[src/sv/rdc_pkg.sv]
`default_nettype none

package rdc_pkg;

    localparam int VALUE_W        = 31;
    localparam int BASE_W         = 6;
    localparam int CHAR_W         = 7;
    localparam int MAX_DIGITS_DEF = 32;

    localparam logic [BASE_W-1:0] MIN_BASE  = BASE_W'(2);
    localparam logic [BASE_W-1:0] MAX_BASE  = BASE_W'(36);
    localparam logic [BASE_W-1:0] DEC_LIMIT = BASE_W'(10);
    localparam logic [CHAR_W-1:0] CHAR_ZERO = CHAR_W'(48);
    localparam logic [CHAR_W-1:0] CHAR_A    = CHAR_W'(65);

    typedef struct packed {
        logic               done;
        logic [VALUE_W-1:0] quotient;
        logic [BASE_W-1:0]  remainder;
    } t_div_res;

    function automatic logic [CHAR_W-1:0] digit_ascii(input logic [BASE_W-1:0] d);
        logic [CHAR_W-1:0] c;
        if (d < DEC_LIMIT) begin
            c = CHAR_ZERO + CHAR_W'(d);
        end else begin
            c = CHAR_A + CHAR_W'(d - DEC_LIMIT);
        end
        return c;
    endfunction

endpackage

`default_nettype wire

[src/sv/rdc_ram.sv]
`default_nettype none

module rdc_ram #(
    parameter int WIDTH = 6,
    parameter int DEPTH = 32
) (
    input  wire                       i_clk,
    input  wire                       i_wr_en,
    input  wire  [$clog2(DEPTH)-1:0]  i_wr_addr,
    input  wire  [WIDTH-1:0]          i_wr_data,
    input  wire                       i_rd_en,
    input  wire  [$clog2(DEPTH)-1:0]  i_rd_addr,
    output logic [WIDTH-1:0]          o_rd_data
);

    logic [WIDTH-1:0] r_mem [DEPTH];
    logic [WIDTH-1:0] r_rd_data;

    always_ff @(posedge i_clk) begin
        if (i_wr_en) begin
            r_mem[i_wr_addr] <= i_wr_data;
        end
        if (i_rd_en) begin
            r_rd_data <= r_mem[i_rd_addr];
        end
    end

    assign o_rd_data = r_rd_data;

endmodule

`default_nettype wire

[src/sv/rdc_div.sv]
`default_nettype none

module rdc_div
    import rdc_pkg::*;
(
    input  wire                 i_clk,
    input  wire                 i_rst_n,
    input  wire                 i_start,
    input  wire  [VALUE_W-1:0]  i_dividend,
    input  wire  [BASE_W-1:0]   i_divisor,
    output t_div_res            o_res
);

    localparam int CNT_W = $clog2(VALUE_W);

    logic               r_busy, n_busy;
    logic               r_done, n_done;
    logic [CNT_W-1:0]   r_cnt, n_cnt;
    logic [VALUE_W-1:0] r_quo, n_quo;
    logic [BASE_W-1:0]  r_rem, n_rem;
    logic [BASE_W-1:0]  r_div, n_div;

    logic [BASE_W:0]    rem_sh;
    logic [BASE_W:0]    diff;
    logic               ge;

    // one quotient bit per cycle, restoring
    always_comb begin
        rem_sh = {r_rem, r_quo[VALUE_W-1]};
        diff   = rem_sh - {1'b0, r_div};
        ge     = (rem_sh >= {1'b0, r_div});
    end

    always_comb begin
        n_busy = r_busy;
        n_done = 1'b0;
        n_cnt  = r_cnt;
        n_quo  = r_quo;
        n_rem  = r_rem;
        n_div  = r_div;
        if (i_start) begin
            n_busy = 1'b1;
            n_cnt  = '0;
            n_quo  = i_dividend;
            n_rem  = '0;
            n_div  = i_divisor;
        end else if (r_busy) begin
            n_quo = {r_quo[VALUE_W-2:0], ge};
            n_rem = ge ? diff[BASE_W-1:0] : rem_sh[BASE_W-1:0];
            n_cnt = r_cnt + CNT_W'(1);
            if (r_cnt == CNT_W'(VALUE_W - 1)) begin
                n_busy = 1'b0;
                n_done = 1'b1;
            end
        end
    end

    always_ff @(posedge i_clk) begin
        if (!i_rst_n) begin
            r_busy <= 1'b0;
            r_done <= 1'b0;
            r_cnt  <= '0;
        end else begin
            r_busy <= n_busy;
            r_done <= n_done;
            r_cnt  <= n_cnt;
        end
        r_quo <= n_quo;
        r_rem <= n_rem;
        r_div <= n_div;
    end

    assign o_res.done      = r_done;
    assign o_res.quotient  = r_quo;
    assign o_res.remainder = r_rem;

endmodule

`default_nettype wire

[src/sv/radix_digit_converter_top.sv]
// channel | beat fields                               | handshake
// in      | i_value[30:0], i_base[5:0]                | i_in_valid / o_in_stall
// out     | o_digit_char[6:0], o_last_digit,          | o_out_valid / i_out_stall
//         | o_empty_number                            |
// one division by the base runs in the bit-serial divider, one division per digit
// each digit is then read from the stack ram and loaded into the output register, held by any output stall
// reset clears the control state only; the digit stack needs no clearing
// the input is stalled from acceptance until the last digit is in the output register
`default_nettype none

module radix_digit_converter_top
    import rdc_pkg::*;
#(
    parameter int MAX_DIGITS = MAX_DIGITS_DEF
) (
    input  wire                 i_clk,
    input  wire                 i_rst_n,
    input  wire                 i_in_valid,
    output logic                o_in_stall,
    input  wire  [VALUE_W-1:0]  i_value,
    input  wire  [BASE_W-1:0]   i_base,
    output logic                o_out_valid,
    input  wire                 i_out_stall,
    output logic [CHAR_W-1:0]   o_digit_char,
    output logic                o_last_digit,
    output logic                o_empty_number
);

    localparam int ADDR_W = $clog2(MAX_DIGITS);
    localparam int CNT_W  = $clog2(MAX_DIGITS + 1);

    localparam logic [2:0] ST_IDLE = 3'd0;
    localparam logic [2:0] ST_DIV  = 3'd1;
    localparam logic [2:0] ST_RD   = 3'd2;
    localparam logic [2:0] ST_OUT  = 3'd3;
    localparam logic [2:0] ST_ZERO = 3'd4;

    logic [2:0]         r_state, n_state;
    logic [CNT_W-1:0]   r_cnt, n_cnt;
    logic [BASE_W-1:0]  r_base, n_base;
    logic               r_out_valid, n_out_valid;
    logic [CHAR_W-1:0]  r_char, n_char;
    logic               r_last, n_last;
    logic               r_empty, n_empty;

    t_div_res           div_res;
    logic               div_start;
    logic [VALUE_W-1:0] div_dividend;
    logic [BASE_W-1:0]  div_divisor;

    logic               wr_en;
    logic               rd_en;
    logic [BASE_W-1:0]  rd_data;
    logic [CNT_W-1:0]   top_idx;

    logic               in_beat;
    logic               base_ok;
    logic               out_free;
    logic               quo_zero;

    assign in_beat  = i_in_valid && (r_state == ST_IDLE);
    assign base_ok  = (i_base >= MIN_BASE) && (i_base <= MAX_BASE);
    assign out_free = !r_out_valid || !i_out_stall;
    assign quo_zero = (div_res.quotient == '0);
    assign top_idx  = r_cnt - CNT_W'(1);

    assign wr_en = (r_state == ST_DIV) && div_res.done && (r_cnt < CNT_W'(MAX_DIGITS));
    assign rd_en = (r_state == ST_RD);

    always_comb begin
        div_start    = 1'b0;
        div_dividend = div_res.quotient;
        div_divisor  = r_base;
        if (r_state == ST_IDLE) begin
            div_dividend = i_value;
            div_divisor  = i_base;
            div_start    = in_beat && base_ok && (i_value != '0);
        end else if (r_state == ST_DIV) begin
            div_start = div_res.done && !quo_zero;
        end
    end

    rdc_div u_div (
        .i_clk      (i_clk),
        .i_rst_n    (i_rst_n),
        .i_start    (div_start),
        .i_dividend (div_dividend),
        .i_divisor  (div_divisor),
        .o_res      (div_res)
    );

    rdc_ram #(
        .WIDTH (BASE_W),
        .DEPTH (MAX_DIGITS)
    ) u_stack (
        .i_clk     (i_clk),
        .i_wr_en   (wr_en),
        .i_wr_addr (r_cnt[ADDR_W-1:0]),
        .i_wr_data (div_res.remainder),
        .i_rd_en   (rd_en),
        .i_rd_addr (top_idx[ADDR_W-1:0]),
        .o_rd_data (rd_data)
    );

    always_comb begin
        n_state     = r_state;
        n_cnt       = r_cnt;
        n_base      = r_base;
        n_out_valid = r_out_valid;
        n_char      = r_char;
        n_last      = r_last;
        n_empty     = r_empty;

        if (r_out_valid && !i_out_stall) begin
            n_out_valid = 1'b0;
        end

        case (r_state)
            ST_IDLE: begin
                if (in_beat && base_ok) begin
                    n_base = i_base;
                    n_cnt  = '0;
                    if (i_value == '0) begin
                        n_state = ST_ZERO;
                    end else begin
                        n_state = ST_DIV;
                    end
                end
            end
            ST_DIV: begin
                if (div_res.done) begin
                    if (wr_en) begin
                        n_cnt = r_cnt + CNT_W'(1);
                    end
                    if (quo_zero) begin
                        n_state = ST_RD;
                    end
                end
            end
            ST_RD: begin
                n_state = ST_OUT;
            end
            ST_OUT: begin
                if (out_free) begin
                    n_out_valid = 1'b1;
                    n_char      = digit_ascii(rd_data);
                    n_last      = (r_cnt == CNT_W'(1));
                    n_empty     = 1'b0;
                    n_cnt       = top_idx;
                    n_state     = (r_cnt == CNT_W'(1)) ? ST_IDLE : ST_RD;
                end
            end
            ST_ZERO: begin
                if (out_free) begin
                    n_out_valid = 1'b1;
                    n_char      = CHAR_ZERO;
                    n_last      = 1'b1;
                    n_empty     = 1'b1;
                    n_state     = ST_IDLE;
                end
            end
            default: begin
                n_state = ST_IDLE;
            end
        endcase
    end

    always_ff @(posedge i_clk) begin
        if (!i_rst_n) begin
            r_state     <= ST_IDLE;
            r_cnt       <= '0;
            r_out_valid <= 1'b0;
        end else begin
            r_state     <= n_state;
            r_cnt       <= n_cnt;
            r_out_valid <= n_out_valid;
        end
        r_base  <= n_base;
        r_char  <= n_char;
        r_last  <= n_last;
        r_empty <= n_empty;
    end

    assign o_in_stall     = (r_state != ST_IDLE);
    assign o_out_valid    = r_out_valid;
    assign o_digit_char   = r_char;
    assign o_last_digit   = r_last;
    assign o_empty_number = r_empty;

endmodule

`default_nettype wire
[config.mk]
export PLATFORM = sky130hd
export DESIGN_NAME = radix_digit_converter_top
export DESIGN_NICKNAME = d
export VERILOG_FILES = /design/src/sv/rdc_pkg.sv /design/src/sv/rdc_ram.sv /design/src/sv/rdc_div.sv /design/src/sv/radix_digit_converter_top.sv
export SDC_FILE = /design/constraint.sdc
export NUM_CORES = 1
export LEC_CHECK = 0
export ABC_AREA = 1
export BUFFER_PORTS_ARGS = -buffer_cell sky130_fd_sc_hd__buf_2
export CAP_MARGIN = 20
export CORE_ASPECT_RATIO = 1.4
export CORE_MARGIN = 2
export CORE_UTILIZATION = 25
export CTS_BUF_LIST = sky130_fd_sc_hd__clkbuf_4
export DETAILED_ROUTE_END_ITERATION = 10
export PLACE_DENSITY = 0.48
export SLEW_MARGIN = 20
export SYNTH_ARGS = -nofsm -noshare
export SYNTH_HDL_FRONTEND = slang
export SYNTH_SLANG_ARGS = --single-unit
[constraint.sdc]
create_clock -name i_clk -period 11.3 [get_ports i_clk]
set_input_delay 0 -clock i_clk [delete_from_list [all_inputs] [get_ports i_clk]]
set_output_delay 0 -clock i_clk [all_outputs]
set_load 0.05 [all_outputs]
==> run summary, run 1 <==
CP startpoint - r_cnt[0]
total clock sinks - 273
uppermost layer routed - met4
total of max-cap violations - 0
RSZ-0062 raised after global routing - false
vias in the first global route - 9165
most common cell after layout, fill and taps aside - edfxtp_1
fmax - 0.275 GHz
Synth Flop Type - edfxtp_1
antenna violations before repair - 1
wirelength, routed - 32.1 mm
Setup WS post-layout - 7.66 ns
maximum vdd drop - 0.0986 mV
largest cells by area after synthesis - edfxtp_1 (61%), nor2_1 (7.5%), o21ai_0 (5.8%)
crit end category - flip-flop
die width - 191 um
Pwr Total - 3.28 mW
critical path required time - 11.74 ns
Post-CTS Hold Fix Bufs - 47
Final Hold Fails - 0
Synth cell types - 39
Slew HR - 28.5%
Max Slew Vio Count - 0
post-route clock skew - 0.0573 ns
setup bufs post-CTS - 0
Internal - 2.11 mW
Min-Delay Path Class - in2reg
post-synthesis sequential area ratio - 64.8%
clock share of power - 27.0%
WS Path Type - reg2reg
pin count of the biggest net entering global routing - 102
WL met1 - 12.8 mm
Initial Util - 25.2%
first-pass GRT wire length - 50.4 mm
fin crit share - 32.2%
FFs w/ async S/R, synth - 0%
fill count - 5132
die height - 266 um
Post-Syn Nets - 1208
Setup Total Neg Slack - 0 ns
WL/cell - 16.3 um
Inst Count DP - 1799
gp weighted congestion - 0.808
worst-path fanout max - 101
NetSw - 1.17 mW
hpwl dp - 20.1 mm
PD cells - 225 nW/um2
Seq pwr share - 41.9%
post-CTS sizing - 0
clock root buffer - clkbuf_4
growth of design area from synthesis to finish - 18.6%
gr usage total - 12.8%
Via Count - 8812
Avg Inst Size Synth - 10.7 um2
crit path DAT - 4.08 ns
DRT iter0 DRCs - 570
clk slew on worst S/H paths - 0.06 ns
count of state elements after synthesis - 273
Worst Max-Slew Pin Slew - 1.07 ns
maximum buffer depth of the clock tree - 3
standard-cell rows - 96
Post-Syn Area - 12300 um2
synthesized instance count - 1150
WL met3 - 1.58 mm
CP Launch Type - flip-flop
fin cells - 1974
DIE AREA - 51000 um2
commonest cells after routing, fill and taps aside - edfxtp_1 (250), nor2_1 (245), nand2_1 (174)
cell taking the most area after synthesis - edfxtp_1
IO Port Bufs - 51
Final Critical Period - 3.64 ns
aggregate global routing overflow - 0
CTS Buf Count - 74
H-tree Lvls - 3
final setup fails - 0
power share of the combinational group - 31.1%
share of layout cells above drive strength 1 - 18.5%
status - complete, no violations
Routed Antenna Nets - 0
Ports - 52
synth warn - 0
CTS tree - built
WL met2 - 16.5 mm
leakage - 5.32 nW
worst r2r src - r_cnt[0]
nets - 1343
fin util - 29.9%
vias per inst - 4.46
Synth top area share - 61.1%
number of synthesized flops with an enable pin - 250
HP Start - i_base[3]
switching part of the total power - 35.7%
worst slack at placement - 7.59 ns
drt first pass iters - 5
later-pin clock latency in the skew report - 0.69 ns
Core ar. - 48800 um2
DR DRC count - 0
worst max-delay path, stage by stage, from the launching register on:
cell and delay [ns]:
dfxtp_2 0.33, inv_4 0.68, ha_2 0.78, buf_4 0.63, nor2_1 0.10, o21ai_0 0.26
o211ai_1 0.17, o211ai_1 0.17, nand2_1 0.09, nand2_1 0.07, nand2_1 0.05
registers in the layout (all words and copies together), names as in the netlist, 3 cells and up:
name	cells
r_base	6
u_stack.o_rd_data	6
u_div.r_cnt	5
u_div.r_quo	31
u_stack.r_mem	192
o_digit_char	7
u_div.r_div	6
r_state	3
u_div.r_rem	6
r_cnt	6
power by group through the flow:
stage | sequential, mW | clock (mW) | combinational [mW]
5_1_grt | 1.38 | 0.965 | 1.15
3_3_place_gp | 1.39 | 0 | 0.990
3_5_place_dp | 1.39 | 0 | 1.01
6_report | 1.37 | 0.883 | 1.02
2_1_floorplan | 1.47 | 0 | 0.623
4_1_cts | 1.37 | 0.915 | 1.04
cells by family (layout without fill, tap and decap cells):
group	Yosys count	after routing	synth area share, %
compound gates	229	229	10.9
flops	273	273	64.8
other cells	0	1	0
xor+xnor	9	9	0.641
buf+inv	113	299	4.50
fa+ha+maj	17	17	1.79
simple gates	509	509	17.4
final cells by class:
cell class                 count  area, um2  area share, %
sequential                   273       7970           54.7
multi-input combinational    764       3800           26.1
clock buffer                 116        871           5.98
timing repair buffer         108        821           5.63
tap                          637        797           5.47
inverter                      64        245           1.68
clock inverter                11       71.3          0.489
antenna                        1       2.50         0.0172
metrics by stage:
stage | hold WS, ns | instance area (um2)
2_1_floorplan | 0.0989 | 12300
4_1_cts | 0.00981 | 14600
3_3_place_gp | 0.206 | 13100
6_report | 0.100 | 14600
5_1_grt | 0.0267 | 14600
3_5_place_dp | 0.193 | 13200
synthesized netlist by cell type (2+ instances only):
| cell type | number |
|---|---|
| clkbuf_1 | 19 |
| o21ai_1 | 7 |
| nand2_1 | 174 |
| ha_1 | 16 |
| nor2_2 | 2 |
| edfxtp_1 | 250 |
| nor3_1 | 7 |
| nand2_4 | 4 |
| nand3_1 | 32 |
| buf_2 | 14 |
| inv_2 | 9 |
| inv_4 | 2 |
| dfxtp_1 | 23 |
| buf_4 | 11 |
| nand2_2 | 27 |
| buf_12 | 4 |
| a21oi_4 | 2 |
| o21ai_2 | 3 |
| nor2_1 | 245 |
| nand3b_1 | 7 |
| xnor2_1 | 5 |
| o211ai_1 | 48 |
| a21oi_2 | 6 |
| nor2_4 | 2 |
| nand3_2 | 2 |
| inv_1 | 53 |
| nand4_1 | 5 |
| xor2_1 | 4 |
| a21oi_1 | 16 |
| o21ai_0 | 142 |
path summary, 6_finish.rpt:
path / cells after the start / slack, ns / end
worst max register to register: 10 / 7.66 / u_stack.o_rd_data[1]
worst max-delay path: 10 / 7.66 / u_stack.o_rd_data[1]
worst min-delay path: 2 / 0.10 / r_base[3]
worst min register to register: 2 / 0.52 / u_div.r_div[4]
per-layer routing:
layer	GRT usage, %	up-vias
met5	0	-
met4	6.55	0
met3	2.66	75
met2	22.6	257
met1	14.6	4174
li1	-	4306
No activity file was read; power rests on OpenSTA's default activity.
==> run 2, diff against run 1 <==
==> constraint.sdc (replaced) <==
create_clock -name i_clk -period 3.8 [get_ports i_clk]
set_input_delay 0 -clock i_clk [delete_from_list [all_inputs] [get_ports i_clk]]
set_output_delay 0 -clock i_clk [all_outputs]
set_load 0.05 [all_outputs]
==> run 2 against run 1 <==
  * Via count increased by 0.67%
  * Core utilization increased by 0.082 points
  * Critical path depth increased by 1
  * Design area increased by 0.27%
  * Die area unchanged
  * Sequential power increased to 3.0 times the previous value
  * Non-clock buffer count increased by 1
  * Worst hold slack got worse by 0.021 ns
==> run summary, run 2 (synthesis gave the netlist of run 1 again) <==
H-tree Lvls - 3 (unchanged)
most flop-heavy register - u_stack.r_mem
Inst Count DP - 1802 (+0.17%)
later-pin clock latency in the skew report - 0.70 ns (about the same)
status - complete, no violations
maximum vdd drop - 0.297 mV (+200%)
fin area - 14600 um2 (+0.27%)
Slew HR - 48.1% (+20 points)
vias in the first global route - 9256 (+0.99%)
leakage - 5.33 nW (+0.19%)
Worst Max-Slew Pin Slew - 0.776 ns (-0.296 ns)
vias per inst - 4.48 (+0.31%)
Ports - 52 (unchanged)
gp weighted congestion - 0.770 (-4.6%)
Setup Total Neg Slack - 0 ns (unchanged)
Setup WS post-layout - 0.972 ns (-6.69 ns)
WHS - 0.0785 ns (-0.0215 ns)
RSZ-0062 raised after global routing - false
commonest cells after routing, fill and taps aside - edfxtp_1 (250), nor2_1 (245), nand2_1 (174)
Max Slew Vio Count - 0 (unchanged)
CTS tree - built
standard-cell rows - 96 (unchanged)
clock root buffer - clkbuf_4
hpwl dp - 20.2 mm (+0.75%)
Final Critical Period - 2.83 ns (-0.810 ns)
most common cell after layout, fill and taps aside - edfxtp_1
Seq pwr share - 42.0% (about the same)
IO Port Bufs - 51 (unchanged)
pin count of the biggest net entering global routing - 97 (-4.9%)
total of max-cap violations - 0 (unchanged)
critical-path cell list - inv_2 > nand2_1 > inv_2 > nand2_1 > nand3_1 > nor2_1 > nand2_1 > nand2_1 > dlygate4sd3_1 > nor2_1 > dlygate4sd3_1
CTS Buf Count - 74 (unchanged)
number of flip-flops under the largest register name - 192 (unchanged)
fin cells - 1981 (+0.35%)
die height - 266 um (unchanged)
Min-Delay Path Class - in2reg
nets - 1344 (+0.074%)
DIE AREA - 51000 um2 (unchanged)
most frequent cell on the critical path - nand2_1
Internal - 6.32 mW (+200%)
fin crit share - 74.4% (+42 points)
maximum buffer depth of the clock tree - 3 (unchanged)
antenna violations before repair - 2 (+1)
worst slack at placement - 1.14 ns (-6.45 ns)
max incr delay on CP - 0.55 ns (-0.23 ns)
Core ar. - 48800 um2 (unchanged)
die width - 191 um (unchanged)
WS Path Type - reg2reg
CP startpoint - r_state[2]
critical path required time - 4.38 ns (-7.36 ns)
total clock sinks - 273 (unchanged)
Crit Reg-Reg Endpoint - r_state[0]
Setup crit end - r_state[0]
worst r2r src - r_state[2]
growth of design area from synthesis to finish - 18.9%
crit path buf inv count - 4 (+2)
first-pass GRT wire length - 49.9 mm (-0.86%)
R2R depth - 11 (+1)
worst-path fanout max - 13 (-87%)
clock share of power - 27.5% (+0.5 points)
drt first pass iters - 5 (unchanged)
power share of the combinational group - 30.5% (-0.6 points)
Final Hold Fails - 0 (unchanged)
wirelength, routed - 31.8 mm (-1.0%)
Routed Antenna Nets - 0 (unchanged)
clk slew on worst S/H paths - 0.07 ns (about the same)
crit-path leading delay family - buffers and inverters
Initial Util - 25.2% (unchanged)
switching part of the total power - 35.9% (+0.17 points)
final setup fails - 0 (unchanged)
CP max stage cell - dlygate4sd3_1
Critical Path Stages - 11 (+1)
share of layout cells above drive strength 1 - 18.6% (+0.15 points)
DR DRC count - 0 (unchanged)
aggregate global routing overflow - 0 (unchanged)
Via Count - 8871 (+0.67%)
fmax - 0.354 GHz (+29%)
post-route clock skew - 0.0414 ns (-0.0159 ns)
crit end category - flip-flop
WL/cell - 16.1 um (-1.4%)
NetSw - 3.53 mW (+200%)
PD cells - 674 nW/um2 (+200%)
gr usage total - 12.7% (-0.13 points)
placed inst area - 13200 um2 (+0.12%)
reg-to-reg slack, setup - 0.97 ns (-6.69 ns)
DRT iter0 DRCs - 543 (-4.7%)
CP Launch Type - flip-flop
crit path DAT - 3.41 ns (-0.67 ns)
==> run 2: repair_timing <==
| action | CTS | global route |
|---|---|---|
| setup endpoints to repair | 0 | 0 |
| buffers inserted | 0 | 0 |
| gates resized for setup | 0 | 0 |
| hold endpoints to repair | 75 | 0 |
| hold buffers | 45 | 0 |
==> run 2: final cells by class <==
cell class / instances / area (um2)
inverters: 64 / 245
fillers: 5163 / 34200
multi-input cells: 764 / 3800
clock buffers: 115 / 863
flip-flops and latches: 273 / 7970
diodes: 3 / 7.51
well taps: 637 / 797
clock inverters: 16 / 118
repair buffers: 109 / 816
==> run 2: per-layer routing <==
layer | vias to the layer above | part of all wire, % | global-route usage (%)
li1 | 4312 | - | -
met3 | 69 | 4.3 | 2.70
met2 | 215 | 53 | 23.1
met1 | 4275 | 40 | 14.0
met4 | 0 | 3.4 | 5.86
met5 | - | 0 | 0
==> run 2: power groups by stage <==
stage	clock network (mW)	logic (mW)	registers (mW)
global placement	0	2.98	4.20
detailed placement	0	2.98	4.21
CTS	2.81	3.05	4.14
global route	2.98	3.36	4.18
floorplan	0	1.85	4.36
finish	2.71	3.01	4.14
==> run 2: worst min-delay path by stage <==
stage / start / endpoint / slack (ns) / cells after the start
2_1_floorplan: i_base[0] / r_base[0] / 0.1 / 0
3_3_place_gp: i_base[1] / r_base[1] / 0.20 / 1
4_1_cts: i_base[2] / r_base[2] / 0.005 / 2
3_5_place_dp: i_base[0] / r_base[0] / 0.19 / 1
5_1_grt: i_base[2] / r_base[2] / 0.02 / 2
6_report: i_base[2] / r_base[2] / 0.08 / 2
==> run 2: per-stage QoR <==
stage | power [mW] | utilization (%)
floorplan | 6.21 | -
global placement | 7.18 | 27.0
detailed placement | 7.18 | 27.0
CTS | 10.0 | 29.9
global route | 10.5 | 30.0
finish | 9.85 | 30.0
==> run 3, diff against run 2 <==
--- a/config.mk
+++ b/config.mk
@@ -5,7 +5,7 @@
 export SDC_FILE = /design/constraint.sdc
 export NUM_CORES = 1
 export LEC_CHECK = 0
-export ABC_AREA = 1
+export ABC_AREA = 0
 export BUFFER_PORTS_ARGS = -buffer_cell sky130_fd_sc_hd__buf_2
 export CAP_MARGIN = 20
 export CORE_ASPECT_RATIO = 1.4
==> constraint.sdc (replaced) <==
create_clock -name i_clk -period 2.8 [get_ports i_clk]
set_input_delay 0 -clock i_clk [delete_from_list [all_inputs] [get_ports i_clk]]
set_output_delay 0 -clock i_clk [all_outputs]
set_load 0.05 [all_outputs]
==> run 3 against run 2 <==
  * Global-route usage shrank 0.48 points
  * First-iteration DRC count shrank 43%
  * Clock skew grew 0.0063 ns
  * Highest routed layer unchanged
  * Register-to-register slack got worse by 0.70 ns
  * Power grew 17%
  * Non-clock buffer count is 41 higher
  * Cell count is 21% lower
  * Core utilization grew 1.0 points
  * Design area fell by 0.76%
  * Area after synthesis decreased by 4.1%
==> run summary, run 3 <==
nets - 954 (-29%)
most instantiated cells after synthesis - edfxtp_1 (250), mux4_2 (60), nor2_1 (53)
vias in the first global route - 7611 (-18%)
Ports - 52 (unchanged)
CTS Buf Count - 74 (unchanged)
Initial Util - 25.2% (about the same)
most flop-heavy register - u_stack.r_mem
DRT iter0 DRCs - 307 (-43%)
aggregate global routing overflow - 0 (unchanged)
Avg Inst Size Synth - 16.8 um2 (+58%)
clock root buffer - clkbuf_4
worst-path fanout max - 43 (+30)
Synth cell types - 60 (+54%)
growth of design area from synthesis to finish - 23.0%
synth warn - 0 (unchanged)
drt first pass iters - 4 (-1)
Core ar. - 46800 um2 (-4.0%)
multiplexer area fraction after synthesis - 16.0% (+16 points)
Synth top area share - 63.7% (+2.6 points)
fin area - 14500 um2 (-0.76%)
gr usage total - 12.2% (-0.48 points)
crit end category - flip-flop
R2R depth - 6 (-5)
final setup fails - 0 (unchanged)
first-pass GRT wire length - 44.8 mm (-10%)
Hold Path Depth - 3 (+1)
most common cell after layout, fill and taps aside - edfxtp_1
Final Critical Period - 2.53 ns (-0.300 ns)
Slew HR - 46.7% (-1.3 points)
post-route clock skew - 0.0477 ns (+0.00632 ns)
HP Start - i_value[17]
WS Path Type - reg2reg
Compound-Gate Fraction of Synth Area - 4.51% (-6.4 points)
status - complete, no violations
DR DRC count - 0 (unchanged)
die width - 188 um (-2.0%)
placed inst area - 13100 um2 (-0.64%)
Min-Delay Path Class - in2reg
Post-CTS Hold Fix Bufs - 47 (+4.4%)
Max Slew Vio Count - 0 (unchanged)
IO Port Bufs - 51 (unchanged)
commonest cells after routing, fill and taps aside - edfxtp_1 (250), clkbuf_4 (111), mux4_2 (60)
Inst Count DP - 1397 (-22%)
count of state elements after synthesis - 273 (unchanged)
clk slew on worst S/H paths - 0.06 ns (about the same)
RSZ-0062 raised after global routing - false
Via Count - 6881 (-22%)
antenna violations before repair - 1 (-1)
CP Launch Type - flip-flop
setup bufs post-CTS - 0 (unchanged)
post-synthesis adder-cell area fraction - 1.87% (+0.076 points)
PD cells - 796 nW/um2 (+18%)
number of synthesized flops with an enable pin - 250 (unchanged)
largest family of logic cells by synthesized area - multiplexers
post-synthesis sequential area ratio - 67.6% (+2.7 points)
xor/xnor share of the synthesized area - 1.11% (+0.47 points)
cell taking the most area after synthesis - edfxtp_1
Setup Total Neg Slack - 0 ns (unchanged)
Routed Antenna Nets - 0 (unchanged)
total of max-cap violations - 0 (unchanged)
simple logic cell fraction of the synthesized area - 6.61% (-11 points)
WL/cell - 18.5 um (+15%)
crit path DAT - 2.99 ns (-0.42 ns)
standard-cell rows - 94 (-2.1%)
maximum buffer depth of the clock tree - 3 (unchanged)
vias per inst - 4.37 (-2.4%)
critical path required time - 3.26 ns (-1.12 ns)
largest cells by area after synthesis - edfxtp_1 (64%), mux4_2 (11%), mux2_2 (4.2%)
pin count of the biggest net entering global routing - 59 (-39%)
Hold EP - u_div.r_quo[17]
fin crit share - 90.3% (+16 points)
share of layout cells above drive strength 1 - 35.9% (+17 points)
Crit Reg-Reg Endpoint - u_stack.o_rd_data[4]
Post-Syn Nets - 758 (-37%)
fin cells - 1574 (-21%)
hpwl dp - 19.0 mm (-5.9%)
leakage - 4.85 nW (-9.0%)
fill count - 4782 (-7.4%)
CTS tree - built
reg-to-reg slack, setup - 0.27 ns (-0.70 ns)
FFs w/ async S/R, synth - 0% (unchanged)
synthesized instance count - 700 (-39%)
DIE AREA - 48900 um2 (-4.0%)
post-CTS sizing - 0 (unchanged)
die height - 261 um (-2.0%)
fmax - 0.396 GHz (+12%)
Worst Max-Slew Pin Slew - 0.796 ns (+0.0199 ns)
gp weighted congestion - 0.774 (+0.43%)
total clock sinks - 273 (unchanged)
count leader, synth - edfxtp_1
wirelength, routed - 29.2 mm (-8.3%)
Post-Syn Area - 11800 um2 (-4.1%)
later-pin clock latency in the skew report - 0.74 ns (+0.04 ns)
Final Hold Fails - 0 (unchanged)
worst r2r src - r_cnt[0]
Synth Flop Type - edfxtp_1
number of flip-flops under the largest register name - 192 (unchanged)
maximum vdd drop - 0.331 mV (+11%)
H-tree Lvls - 3 (unchanged)
==> run 3: cell count changes in the layout (fill, tap and decap cells not counted), moves of 31 or more <==
cell | before | now
inv_1 | 53 | 22
buf_4 | 12 | 49
nor2_1 | 245 | 53
mux4_2 | 0 | 60
mux2_2 | 0 | 44
o211ai_1 | 48 | 6
o21ai_0 | 141 | 11
nand2_1 | 174 | 38
==> run 3: critical path, stage by stage, from the launching register on <==
cell	delay (ns)
dfxtp_4	0.35
inv_1	0.07
ha_2	0.35
buf_12	0.28
mux4_2	0.41
mux4_2	0.51
mux2_2	0.29
==> run 3: cells by family after synthesis <==
| family | after synthesis |
|---|---|
| flops | 273 |
| xor+xnor | 15 |
| mux | 108 |
| simple gates | 160 |
| compound gates | 74 |
| buf+inv | 53 |
| fa+ha+maj | 17 |
==> run 3: layout make-up <==
class | count | area [um2] | share of cell area, %
Antenna cell | 1 | 2.50 | 0.0173
Clock buffer | 111 | 833 | 5.75
Clock inverter | 18 | 109 | 0.751
Inverter | 23 | 86.3 | 0.595
Multi-Input combinational cell | 374 | 3570 | 24.6
Sequential cell | 273 | 7970 | 55.0
Tap cell | 624 | 781 | 5.38
Timing Repair Buffer | 150 | 1150 | 7.95
==> run 3: stage by stage <==
stage	total power [mW]	setup WS (ns)	utilization, %	hold WS (ns)
6_report	11.5	0.272	31.0	0.125
5_1_grt	12.2	0.0525	31.0	0.0846
4_1_cts	11.7	0.235	31.0	0.0283
3_5_place_dp	8.07	0.253	28.0	0.207
3_3_place_gp	8.05	0.274	28.0	0.210
2_1_floorplan	7.14	0.000381	-	0.0989
==> run 3: per-layer routing <==
metal	track usage, %	vias to the layer above	wire, um
li1	-	3232	-
met1	13.0	3472	11200
met2	23.3	138	16300
met3	2.84	39	1040
met4	5.12	0	580
met5	0	-	0
==> run 3: worst max path at each step <==
| stage | from | to | slack (ns) | cells after the start |
|---|---|---|---|---|
| floorplan | r_cnt[0] | u_stack.o_rd_data[0] | 0.0004 | 8 |
| global placement | r_cnt[0] | u_stack.o_rd_data[4] | 0.27 | 6 |
| CTS | r_cnt[0] | u_stack.o_rd_data[4] | 0.24 | 6 |
| global route | u_div.r_quo[14] | r_state[0] | 0.05 | 6 |
| finish | r_cnt[0] | u_stack.o_rd_data[4] | 0.27 | 6 |
| detailed placement | r_cnt[0] | u_stack.o_rd_data[4] | 0.25 | 6 |
==> run 3: report_power, final <==
part | switching (mW) | total [mW] | internal [mW]
combinational | 1.62 | 2.70 | 1.08
sequential | 0.146 | 5.30 | 5.16
clock | 1.64 | 3.54 | 1.90
total | 3.40 | 11.5 | 8.14
